==> src/rtl/core/alfo_pkg.sv <==
// Package for the linear stereo fade-out block: widths, register map,
// reset values and the request and result payload structs.
// Depends on nothing; every block file refers to it by scoped names.
package alfo_pkg;

   // Sample and counter widths.
   localparam int SampleBits = 16;
   localparam int PosBits    = 32;
   localparam int LenBits    = 24;
   localparam int CntBits    = $clog2(SampleBits);

   // Configuration port geometry and register indexes.
   localparam int CsrDataBits = 32;
   localparam int CsrAddrBits = 3;
   localparam logic RegFadeStart  = 1'b0;
   localparam logic RegFadeLength = 1'b1;

   // Register reset values and the saturation point of the position.
   localparam logic [PosBits-1:0] FadeStartReset  = '0;
   localparam logic [LenBits-1:0] FadeLengthReset = LenBits'(336000);
   localparam logic [PosBits-1:0] PosMax          = '1;

   // One stereo sample pair with its flags.
   typedef struct packed {
      logic signed [SampleBits-1:0] left_in;
      logic signed [SampleBits-1:0] right_in;
      logic                         restart;
      logic                         block_end;
   } req_payload_type;

   // One faded sample pair with its status flags.
   typedef struct packed {
      logic signed [SampleBits-1:0] left_out;
      logic signed [SampleBits-1:0] right_out;
      logic                         fading;
      logic                         block_end_out;
   } rsp_payload_type;

endpackage

==> src/rtl/core/audio_linear_fade_out.sv <==
// Linear fade-out for a stereo PCM stream, one sample pair per request.
// Uses alfo_pkg for widths, register map and payload structs.
//
// Requests arrive on req_valid/req_ready with a req_data struct holding
// the left and right samples, a restart flag that clears the sample
// position first, and a block_end flag that is passed through. Results
// leave on rsp_valid/rsp_ready in rsp_data. Two registers sit on the
// csr_ APB port: fade_start at byte 0 and fade_length at byte 4; write
// them only while no request is in flight.
// Each channel is scaled by remaining / fade_length with truncation
// toward zero. One shared multiply-divide step unit forms the product
// and quotient together, one sample bit per cycle, first for the left
// channel and then for the right. A request inside the fade passes
// through an accept state, an evaluation state, one step per sample bit
// for each channel and a hand-off state. A request before the fade
// start or past its end skips the steps and goes from evaluation
// straight to the hand-off.
// A stalled receiver holds the result in the output register while the
// block works on the next request until that result needs the register.
// Reset clears the position, sets fade_start to 0 and fade_length to
// 336000, and empties the output.
module audio_linear_fade_out (
   input  logic                                clock,
   input  logic                                reset,
   input  logic                                req_valid,
   output logic                                req_ready,
   input  alfo_pkg::req_payload_type           req_data,
   output logic                                rsp_valid,
   input  logic                                rsp_ready,
   output alfo_pkg::rsp_payload_type           rsp_data,
   input  logic                                csr_psel,
   input  logic                                csr_penable,
   input  logic                                csr_pwrite,
   input  logic [alfo_pkg::CsrAddrBits-1:0]    csr_paddr,
   input  logic [alfo_pkg::CsrDataBits-1:0]    csr_pwdata,
   output logic [alfo_pkg::CsrDataBits-1:0]    csr_prdata,
   output logic                                csr_pready
);

   localparam int Sb = alfo_pkg::SampleBits;
   localparam int Lb = alfo_pkg::LenBits;
   localparam int Pb = alfo_pkg::PosBits;
   localparam int Cb = alfo_pkg::CntBits;

   // Sequencer states, one-hot.
   typedef enum logic [4:0] {
      S_IDLE   = 5'b00001,
      S_EVAL   = 5'b00010,
      S_LEFT   = 5'b00100,
      S_RIGHT  = 5'b01000,
      S_FINISH = 5'b10000
   } state_type;

   state_type                   state_ff, state_in;
   logic [Pb-1:0]               fade_start_ff, fade_start_in;
   logic [Lb-1:0]               fade_length_ff, fade_length_in;
   logic [Pb-1:0]               pos_ff, pos_in;
   logic [Pb-1:0]               cur_pos_ff, cur_pos_in;
   alfo_pkg::req_payload_type   req_ff, req_in;
   logic [Lb-1:0]               rem_ff, rem_in;
   logic [Lb-1:0]               dlen_ff, dlen_in;
   logic [Lb-1:0]               acc_ff, acc_in;
   logic [Sb-1:0]               quo_ff, quo_in;
   logic [Sb-1:0]               mag_ff, mag_in;
   logic [Cb-1:0]               cnt_ff, cnt_in;
   logic [Sb-1:0]               lres_ff, lres_in;
   logic [Sb-1:0]               rres_ff, rres_in;
   logic                        fading_ff, fading_in;
   logic                        rsp_valid_ff, rsp_valid_in;
   alfo_pkg::rsp_payload_type   rsp_data_ff, rsp_data_in;

   logic                        req_accept;
   logic                        csr_write;
   logic                        out_free;
   logic [Pb-1:0]               pos_eff;
   logic [Pb:0]                 fade_end;
   logic [Pb:0]                 rem_wide;
   logic                        at_start;
   logic                        past_end;
   logic [Sb-1:0]               left_mag;
   logic [Sb-1:0]               right_mag;
   logic [Lb-1:0]               step_add;
   logic [Lb+1:0]               step_sum;
   logic [Lb+1:0]               len_one;
   logic [Lb+1:0]               len_two;
   logic [Lb+1:0]               diff_one;
   logic [Lb+1:0]               diff_two;
   logic [Lb-1:0]               step_acc;
   logic [1:0]                  step_digit;
   logic [Sb-1:0]               step_quo;
   logic [Sb-1:0]               step_signed;
   logic                        step_last;

   // Handshake qualifiers.
   assign req_ready  = (state_ff == S_IDLE);
   assign req_accept = req_valid && req_ready;
   assign out_free   = !rsp_valid_ff || rsp_ready;
   assign csr_write  = csr_psel && csr_penable && csr_pwrite;
   assign csr_pready = 1'b1;

   // Register writes and read-back.
   always_comb begin
      fade_start_in  = fade_start_ff;
      fade_length_in = fade_length_ff;
      if (csr_write) begin
         unique case (csr_paddr[2])
            alfo_pkg::RegFadeStart:  fade_start_in  = csr_pwdata[Pb-1:0];
            alfo_pkg::RegFadeLength: fade_length_in = csr_pwdata[Lb-1:0];
            default: ;
         endcase
      end
   end

   always_comb begin
      unique case (csr_paddr[2])
         alfo_pkg::RegFadeStart:  csr_prdata = fade_start_ff;
         alfo_pkg::RegFadeLength: csr_prdata = {{(alfo_pkg::CsrDataBits-Lb){1'b0}},
                                                fade_length_ff};
         default:                 csr_prdata = '0;
      endcase
   end

   // Position of the accepted pair, after a restart clears it.
   assign pos_eff = req_data.restart ? '0 : pos_ff;

   // Fade window tests, formed one bit wider so the end never wraps.
   assign fade_end = {1'b0, fade_start_ff} + {{(Pb+1-Lb){1'b0}}, fade_length_ff};
   assign rem_wide = fade_end - {1'b0, cur_pos_ff};
   assign at_start = (cur_pos_ff >= fade_start_ff);
   assign past_end = ({1'b0, cur_pos_ff} >= fade_end) || (fade_length_ff == '0);

   // Channel magnitudes; the most negative sample maps to its unsigned size.
   assign left_mag  = req_ff.left_in[Sb-1] ? (Sb'(0) - Sb'(req_ff.left_in))
                                           : Sb'(req_ff.left_in);
   assign right_mag = req_ff.right_in[Sb-1] ? (Sb'(0) - Sb'(req_ff.right_in))
                                            : Sb'(req_ff.right_in);

   // Shared step unit: the accumulator takes the next product bit and
   // gives back zero, one or two divisors, which is the next quotient digit.
   // The remainder stays below the divisor after every step.
   assign step_add = mag_ff[Sb-1] ? rem_ff : {Lb{1'b0}};
   assign step_sum = {1'b0, acc_ff, 1'b0} + {2'b00, step_add};
   assign len_one  = {2'b00, dlen_ff};
   assign len_two  = {1'b0, dlen_ff, 1'b0};
   assign diff_one = step_sum - len_one;
   assign diff_two = step_sum - len_two;

   always_comb begin
      priority if (step_sum >= len_two) begin
         step_acc   = diff_two[Lb-1:0];
         step_digit = 2'd2;
      end else if (step_sum >= len_one) begin
         step_acc   = diff_one[Lb-1:0];
         step_digit = 2'd1;
      end else begin
         step_acc   = step_sum[Lb-1:0];
         step_digit = 2'd0;
      end
   end

   assign step_quo  = {quo_ff[Sb-2:0], 1'b0} + {{(Sb-2){1'b0}}, step_digit};
   assign step_last = (cnt_ff == Cb'(Sb - 1));

   // Sign of the channel in work applied to the finished quotient.
   always_comb begin
      if (state_ff == S_LEFT) begin
         step_signed = req_ff.left_in[Sb-1] ? (Sb'(0) - step_quo) : step_quo;
      end else begin
         step_signed = req_ff.right_in[Sb-1] ? (Sb'(0) - step_quo) : step_quo;
      end
   end

   // Sequencer.
   always_comb begin
      state_in     = state_ff;
      pos_in       = pos_ff;
      cur_pos_in   = cur_pos_ff;
      req_in       = req_ff;
      rem_in       = rem_ff;
      dlen_in      = dlen_ff;
      acc_in       = acc_ff;
      quo_in       = quo_ff;
      mag_in       = mag_ff;
      cnt_in       = cnt_ff;
      lres_in      = lres_ff;
      rres_in      = rres_ff;
      fading_in    = fading_ff;
      rsp_valid_in = rsp_valid_ff && !rsp_ready;
      rsp_data_in  = rsp_data_ff;

      unique case (state_ff)
         S_IDLE: begin
            if (req_accept) begin
               req_in     = req_data;
               cur_pos_in = pos_eff;
               pos_in     = (pos_eff == alfo_pkg::PosMax) ? pos_eff : pos_eff + 1'b1;
               state_in   = S_EVAL;
            end
         end
         S_EVAL: begin
            // Decide pass-through, silence or a scaled pair.
            fading_in = at_start;
            rem_in    = rem_wide[Lb-1:0];
            dlen_in   = fade_length_ff;
            acc_in    = '0;
            quo_in    = '0;
            cnt_in    = '0;
            mag_in    = left_mag;
            if (!at_start) begin
               lres_in  = req_ff.left_in;
               rres_in  = req_ff.right_in;
               state_in = S_FINISH;
            end else if (past_end) begin
               lres_in  = '0;
               rres_in  = '0;
               state_in = S_FINISH;
            end else begin
               state_in = S_LEFT;
            end
         end
         S_LEFT: begin
            acc_in = step_acc;
            quo_in = step_quo;
            mag_in = {mag_ff[Sb-2:0], 1'b0};
            cnt_in = cnt_ff + 1'b1;
            if (step_last) begin
               lres_in  = step_signed;
               acc_in   = '0;
               quo_in   = '0;
               cnt_in   = '0;
               mag_in   = right_mag;
               state_in = S_RIGHT;
            end
         end
         S_RIGHT: begin
            acc_in = step_acc;
            quo_in = step_quo;
            mag_in = {mag_ff[Sb-2:0], 1'b0};
            cnt_in = cnt_ff + 1'b1;
            if (step_last) begin
               rres_in  = step_signed;
               state_in = S_FINISH;
            end
         end
         S_FINISH: begin
            // Hand the pair to the output register once it is free.
            if (out_free) begin
               rsp_valid_in               = 1'b1;
               rsp_data_in.left_out       = $signed(lres_ff);
               rsp_data_in.right_out      = $signed(rres_ff);
               rsp_data_in.fading         = fading_ff;
               rsp_data_in.block_end_out  = req_ff.block_end;
               state_in                   = S_IDLE;
            end
         end
         default: begin
            state_in = S_IDLE;
         end
      endcase
   end

   // Control registers with reset.
   always_ff @(posedge clock) begin
      if (reset) begin
         state_ff       <= S_IDLE;
         pos_ff         <= '0;
         rsp_valid_ff   <= 1'b0;
         fade_start_ff  <= alfo_pkg::FadeStartReset;
         fade_length_ff <= alfo_pkg::FadeLengthReset;
      end else begin
         state_ff       <= state_in;
         pos_ff         <= pos_in;
         rsp_valid_ff   <= rsp_valid_in;
         fade_start_ff  <= fade_start_in;
         fade_length_ff <= fade_length_in;
      end
   end

   // Payload and datapath registers.
   always_ff @(posedge clock) begin
      cur_pos_ff  <= cur_pos_in;
      req_ff      <= req_in;
      rem_ff      <= rem_in;
      dlen_ff     <= dlen_in;
      acc_ff      <= acc_in;
      quo_ff      <= quo_in;
      mag_ff      <= mag_in;
      cnt_ff      <= cnt_in;
      lres_ff     <= lres_in;
      rres_ff     <= rres_in;
      fading_ff   <= fading_in;
      rsp_data_ff <= rsp_data_in;
   end

   assign rsp_valid = rsp_valid_ff;
   assign rsp_data  = rsp_data_ff;

   // The divider remainder stays below the latched divisor while stepping.
   assert property (@(posedge clock) disable iff (reset)
      (state_ff == S_LEFT || state_ff == S_RIGHT) |-> (acc_ff < dlen_ff))
      else $error("divider remainder reached the divisor");

   // The remaining count never exceeds the fade length while stepping.
   assert property (@(posedge clock) disable iff (reset)
      (state_ff == S_LEFT || state_ff == S_RIGHT) |-> (rem_ff <= dlen_ff))
      else $error("remaining count above fade length");

   // An accepted request is evaluated in the next cycle.
   assert property (@(posedge clock) disable iff (reset)
      req_accept |=> (state_ff == S_EVAL))
      else $error("accepted request not evaluated");

   // The position saturates instead of wrapping.
   assert property (@(posedge clock) disable iff (reset)
      (req_accept && !req_data.restart && pos_ff == alfo_pkg::PosMax)
      |=> (pos_ff == alfo_pkg::PosMax))
      else $error("sample position wrapped");

endmodule

==> config.mk <==
export PLATFORM = sky130hd
export DESIGN_NAME = audio_linear_fade_out
export DESIGN_NICKNAME = d
export VERILOG_FILES = /design/src/rtl/core/alfo_pkg.sv /design/src/rtl/core/audio_linear_fade_out.sv
export SDC_FILE = /design/constraint.sdc
export NUM_CORES = 1
export LEC_CHECK = 0
export BUFFER_PORTS_ARGS = -buffer_cell sky130_fd_sc_hd__buf_2
export CORE_UTILIZATION = 60
export CTS_BUF_LIST = sky130_fd_sc_hd__clkbuf_4
export CTS_CLUSTER_DIAMETER = 60
export CTS_CLUSTER_SIZE = 12
export DETAILED_ROUTE_END_ITERATION = 10
export PLACE_DENSITY = 0.77
export SETUP_SLACK_MARGIN = 0.4
export SYNTH_ARGS = -nofsm -noshare
export SYNTH_HDL_FRONTEND = slang
export SYNTH_SLANG_ARGS = --single-unit
==> constraint.sdc <==
create_clock -name clock -period 13.75 [get_ports clock]
set_input_delay 2.75 -clock clock [delete_from_list [all_inputs] [get_ports clock]]
set_output_delay 2.75 -clock clock [all_outputs]
set_load 0.01 [all_outputs]
Word-level counts from Yosys, hierarchy flattened
Index checks and enable logic that the tools add are counted.
- $add $sub $neg: 11
- order comparisons: 4
- eq/ne operators: 12
- multiplexer cells: 36
- bitwise logic cells: 1
- reduce and logical (&&, ||, !) cells: 19
- operators with widths (operator ; number):
    $mux 16 ; 10
    $mux 24 ; 4
    $pmux 24 s3 ; 1
    $sub 24x24->24 ; 3
    $mux 32 ; 2
    $pmux 16 s2 ; 2
    $pmux 32 s2 ; 1
    $pmux 16 s3 ; 1
    $sub 1x16->16 const A ; 3
    $pmux 15 s3 ; 1
    $add 32x24->33 ; 1
    $ge 32x33->1 ; 1
    $add 32x1->32 const B ; 1
    $eq 32x32->1 const B ; 1
    $ge 32x32->1 ; 1
    $mux 5 ; 6
    $add 25x24->26 ; 1
    $ge 26x24->1 ; 1
    $ge 26x25->1 ; 1
    $pmux 5 s5 ; 1
    $logic_not 24->1 ; 1
    $add 16x2->16 ; 1
    $mux 15 ; 1
    $pmux 4 s3 ; 1
    22 further kinds ; 36
- register bits: 333
- output and inout bits: 69

Logic depth before layout (Yosys ltp)
- word-level depth: 11
- depth in mapped cells: 31
- mapped depth without buffers: 30

Worst setup path after synthesis
OpenSTA, ideal clock, no wires.
- path type: flip-flop to flip-flop
- from: register mag_ff[15]
- to: register lres_ff[15], data pin
- arrival: 6520 ps
- required time: 13493 ps
- path slack: 6973 ps
- cell stages (with the launch flop): 31
- cells stage by stage: edfxtp_1 clkbuf_1 and2_1 ha_1 fa_1 a211oi_1 o211ai_1 a21oi_1 a21oi_1 a21o_1 a21oi_1 xnor2_1 ha_1 a21o_1 a21oi_1 o211ai_2 a221oi_4 o311ai_4 a21oi_4 inv_4 ha_1 ha_1 xnor2_1 nand3_1 nor3_1 nand3_1 nor2_1 and4_1 nand2_1 a21o_1 a32o_1
- longest elaborated chain between the ends: 11
- elaborated cells on any way between the ends: 13
- RTL lines (item ; RTL line ; source):
    start, declared ; audio_linear_fade_out.sv:64 ; logic [Sb-1:0] mag_ff, mag_in;
    start signal, assigned ; audio_linear_fade_out.sv:287 ; mag_ff <= mag_in;
    $mux 24 * ; audio_linear_fade_out.sv:141 ; assign step_add = mag_ff[Sb-1] ? rem_ff : {Lb{1'b0}};
    $add 25x24->26 * ; audio_linear_fade_out.sv:142 ; assign step_sum = {1'b0, acc_ff, 1'b0} + {2'b00, step_add};
    $ge 26x24->1 ; audio_linear_fade_out.sv:152 ; end else if (step_sum >= len_one) begin
    $mux 1 ; audio_linear_fade_out.sv:152 ;
    $mux 2 * ; audio_linear_fade_out.sv:149 ; priority if (step_sum >= len_two) begin
    $add 16x2->16 * ; audio_linear_fade_out.sv:161 ; assign step_quo = {quo_ff[Sb-2:0], 1'b0} + {{(Sb-2){1'b0}}, step_digit};
    $sub 1x16->16 ; audio_linear_fade_out.sv:167, audio_linear_fade_out.sv:169 ;
    $mux 16, on equally long branches ; audio_linear_fade_out.sv:169, audio_linear_fade_out.sv:167 ;
    $mux 16 * ; audio_linear_fade_out.sv:166 ; if (state_ff == S_LEFT) begin
    $mux 16 * ; audio_linear_fade_out.sv:226 ; if (step_last) begin
    $pmux 16 s2 * ; audio_linear_fade_out.sv:191 ; unique case (state_ff)
    via lres_in[15] ; audio_linear_fade_out.sv:66 ; logic [Sb-1:0] lres_ff, lres_in;
    end signal, assigned ; audio_linear_fade_out.sv:289 ; lres_ff <= lres_in;
    end, declared ; audio_linear_fade_out.sv:66 ;
The timed path passes the listed nets; every way through them passes the cells marked *. The select of a mux whose other input is x is not followed.
A chain may end at the register's enable or synchronous reset.

Worst setup path in the final report
Same ends and word-level chain as after synthesis.

==> flow_metrics.tcl <==
set metrics [dict create \
    syn_to_final_growth_pct 7.37 \
    grt_use_total 0.291 \
    drc 16 \
    power.total_mw 3.09 \
    routed_via_density 6.01 \
    synth_seq_area_share 0.416 \
    arrival_ns 9.38 \
    portBuffers 141 \
    worstSetupEndpointType "flip-flop" \
    layout_setup_ws_ns 4.83 \
    rr_worst_depth 30 \
    period_minus_slack_ns 8.92 \
    nets 2740 \
    cellPowerDensity_nw_per_um2 132 \
    cts_sinks 333 \
    wl_mm 54.1 \
    clockBufferDepth 3 \
    fin_crit_sh 0.649 \
    worst-path-max-fanout 43 \
    startpoint_type "flip-flop" \
    placedInstanceArea_sq_um 22900 \
    hold_depth 0 \
    fin_skew_ns 0.0418 \
    grt_max_degree 90 \
    dr_total_vias 17754 \
    fmax_ghz 0.112 \
    io_pins 145 \
    clk_latency_ns 0.71 \
    place_ws_ns 4.94 \
    cts-buffers-inserted 36 \
    clk_root_buffer_cell "clkbuf_4" \
    slew_viol_final 0 \
    min-delay-start "lres_ff[8]$_DFFE_PP_" \
    setup_viol_count_final 0 \
    synth_area_sq_um 21800 \
    yosys.area_share.simple 0.180 \
    cp_data_required_time_ns 14.21 \
    core-area_sq_um 35700 \
    whs_ns 0.430 \
    cp_common_cell "ha_1" \
    wl_per_cell_microns 18.3 \
    rsz0062_at_grt "no" \
    synth_fa_ha_area_frac 0.113 \
    cts_max_level 2 \
    synth_xor_area_frac 0.0780 \
    synthArstFlopShare 0 \
    global_route.overflow_total 0 \
    synth.net_count 2615 \
    wl_met3_mm 3.94 \
    die_h_microns 193 \
    utilization 0.656 \
    synth_top_cell_area_share 0.329 \
    ir_worst_vdd_v 0.0000825 \
    ys_seq_elements 333 \
    critPathLaunch "mag_ff[15]$_DFFE_PP_" \
    first_pass_iters 9 \
    status "complete, but fails checks" \
    gp_congestion 0.972 \
    finalHoldViolations 0 \
    violations "DRC" \
    synth.distinct_cells 87 \
    post-route-cell-area_sq_um 23400 \
    ant_nets 0 \
    synth-edff-count 239 \
    placementRows 69 \
    power.leakage_nw 9.36 \
    synth.area.mux_share 0.00838 \
    worst_pin_slew_ns 1.05 \
    antenna_found_initial 2 \
    whs_endpoint "rsp_data[26]$_DFFE_PP_" \
    hold_buffers 0 \
    r2r_start "mag_ff[15]$_DFFE_PP_" \
    final_cell_mix "289 x nand2_1, 239 x edfxtp_1, 191 x a21oi_1, 189 x ha_1, 162 x nor2_1" \
    wl_met1_mm 24.2 \
    place_inst 2893 \
    final_common_cell "nand2_1" \
    ys_warn_count 0 \
    r2r_end "lres_ff[15]$_DFFE_PP_" \
    post-cts-setup-buffers 0 \
    drv_cap 0 \
    met2_length_mm 24.3 \
    dp_hpwl_mm 41.3 \
    cts_tree "built" \
    synth_compound_area_frac 0.166 \
    yosysTopAreaCell "edfxtp_1" \
    die_area_sq_um 37100 \
    drive_gt1_frac 0.102 \
    hold_path.class "reg -> reg" \
    cp_slowest_cell "a21oi_4" \
    final.setup.tns_ns 0 \
    first_global_vias 16767 \
    timing.reg2reg.setup_slack_ns 4.83 \
    post_synth.cell_area_avg_sq_um 9.29 \
    synthFlopType "edfxtp_1" \
    grt_pass1_wl_mm 85.0 \
    drt_iter0_drc 1627 \
    post_cts_resized 0 \
    synth.area.top_cells "edfxtp_1 33%, ha_1 11%, dfxtp_1 8.6%, nand2_1 5.0%, xnor2_1 4.9%" \
    worstSetupPathType "reg -> reg" \
    critPathMaxStageDelay_ns 0.85 \
    highest_layer "met4" \
    stdcell_count 2953 \
    cts.clk_slew.worst_paths_ns 0.12 \
    relSlewSlack 0.301 \
    synth_top_family_by_area "simple AND/OR/NAND/NOR gates" \
    start_util 0.611 \
    synthCells 2345 \
    die_w_microns 193 \
]
## per-layer routing
| layer | vias to the layer above | global-route usage |
|---|---|---|
| li1 | 8633 | - |
| met5 | - | 0 |
| met2 | 690 | 0.459 |
| met4 | 0 | 0.104 |
| met3 | 104 | 0.0373 |
| met1 | 8327 | 0.410 |
## flip-flops by register name, indices dropped and copies added (netlist names), 4 cells and up
register and cells:
acc_ff 24, cnt_ff 4, cur_pos_ff 32, dlen_ff 24, fade_length_ff 24, fade_start_ff 32
lres_ff 16, mag_ff 16, pos_ff 32, quo_ff 15, rem_ff 24, req_ff 33
rres_ff 16, rsp_data 34, state_ff 5
## critical path: cells and delay by family, from the launching register on
family          cells  cell delay [ns]
compound gates     11             3.15
simple gates       11             2.24
fa+ha+maj           5             1.60
xor+xnor            2             0.84
flops               1             0.67
buf+inv             1             0.18
## final cells by class
cell class                      count  area [sq um]
Antenna cell                        2          5.00
Clock buffer                       49           368
Clock inverter                      9          85.1
Fill cell                        2895         12300
Inverter                          150           566
Multi-Input combinational cell   1793         11900
Sequential cell                   333          9060
Tap cell                          461           577
Timing Repair Buffer              156           818
## worst max-delay path by stage
stage / endpoint / depth (start not counted) / slack, ns
2_1_floorplan: lres_ff[15]$_DFFE_PP_ / 30 / 6.97
3_5_place_dp: lres_ff[15]$_DFFE_PP_ / 30 / 4.94
5_1_grt: rres_ff[15]$_DFFE_PP_ / 30 / 4.06
4_1_cts: lres_ff[15]$_DFFE_PP_ / 30 / 4.92
3_3_place_gp: lres_ff[15]$_DFFE_PP_ / 30 / 5.08
6_report: lres_ff[15]$_DFFE_PP_ / 30 / 4.83
## synthesized netlist by cell type, drive strengths merged (16+ instances only)
| cell type | n |
|---|---|
| nand4 | 30 |
| nand2 | 290 |
| inv | 150 |
| and2 | 35 |
| nand3 | 76 |
| edfxtp | 239 |
| ha | 189 |
| xor2 | 72 |
| a21oi | 195 |
| o21a | 20 |
| o211ai | 16 |
| nor3 | 37 |
| a31oi | 21 |
| and3 | 24 |
| nor2 | 164 |
| xnor2 | 122 |
| mux2i | 16 |
| clkbuf | 58 |
| dfxtp | 94 |
| a21o | 53 |
| o21bai | 17 |
| o21ai | 145 |
| nor2b | 55 |
| or3 | 19 |
| a211oi | 18 |
| nand2b | 22 |
## cell families (layout without fill, tap and decap cells)
family          count (synthesis)  after routing
xor+xnor                      194            194
simple gates                  812            812
buf+inv                       219            364
mux                            18             18
flops                         333            333
other cells                     1              3
compound gates                574            574
fa+ha+maj                     194            194
## where the power goes
| group | total (mW) | leakage (nW) | switching, mW | internal, mW |
|---|---|---|---|---|
| combinational | 1.27 | 6.11 | 0.779 | 0.490 |
| clock | 0.520 | 0.268 | 0.331 | 0.188 |
| sequential | 1.30 | 2.98 | 0.0824 | 1.21 |
Note: power is estimated with default switching activity, not from simulation.
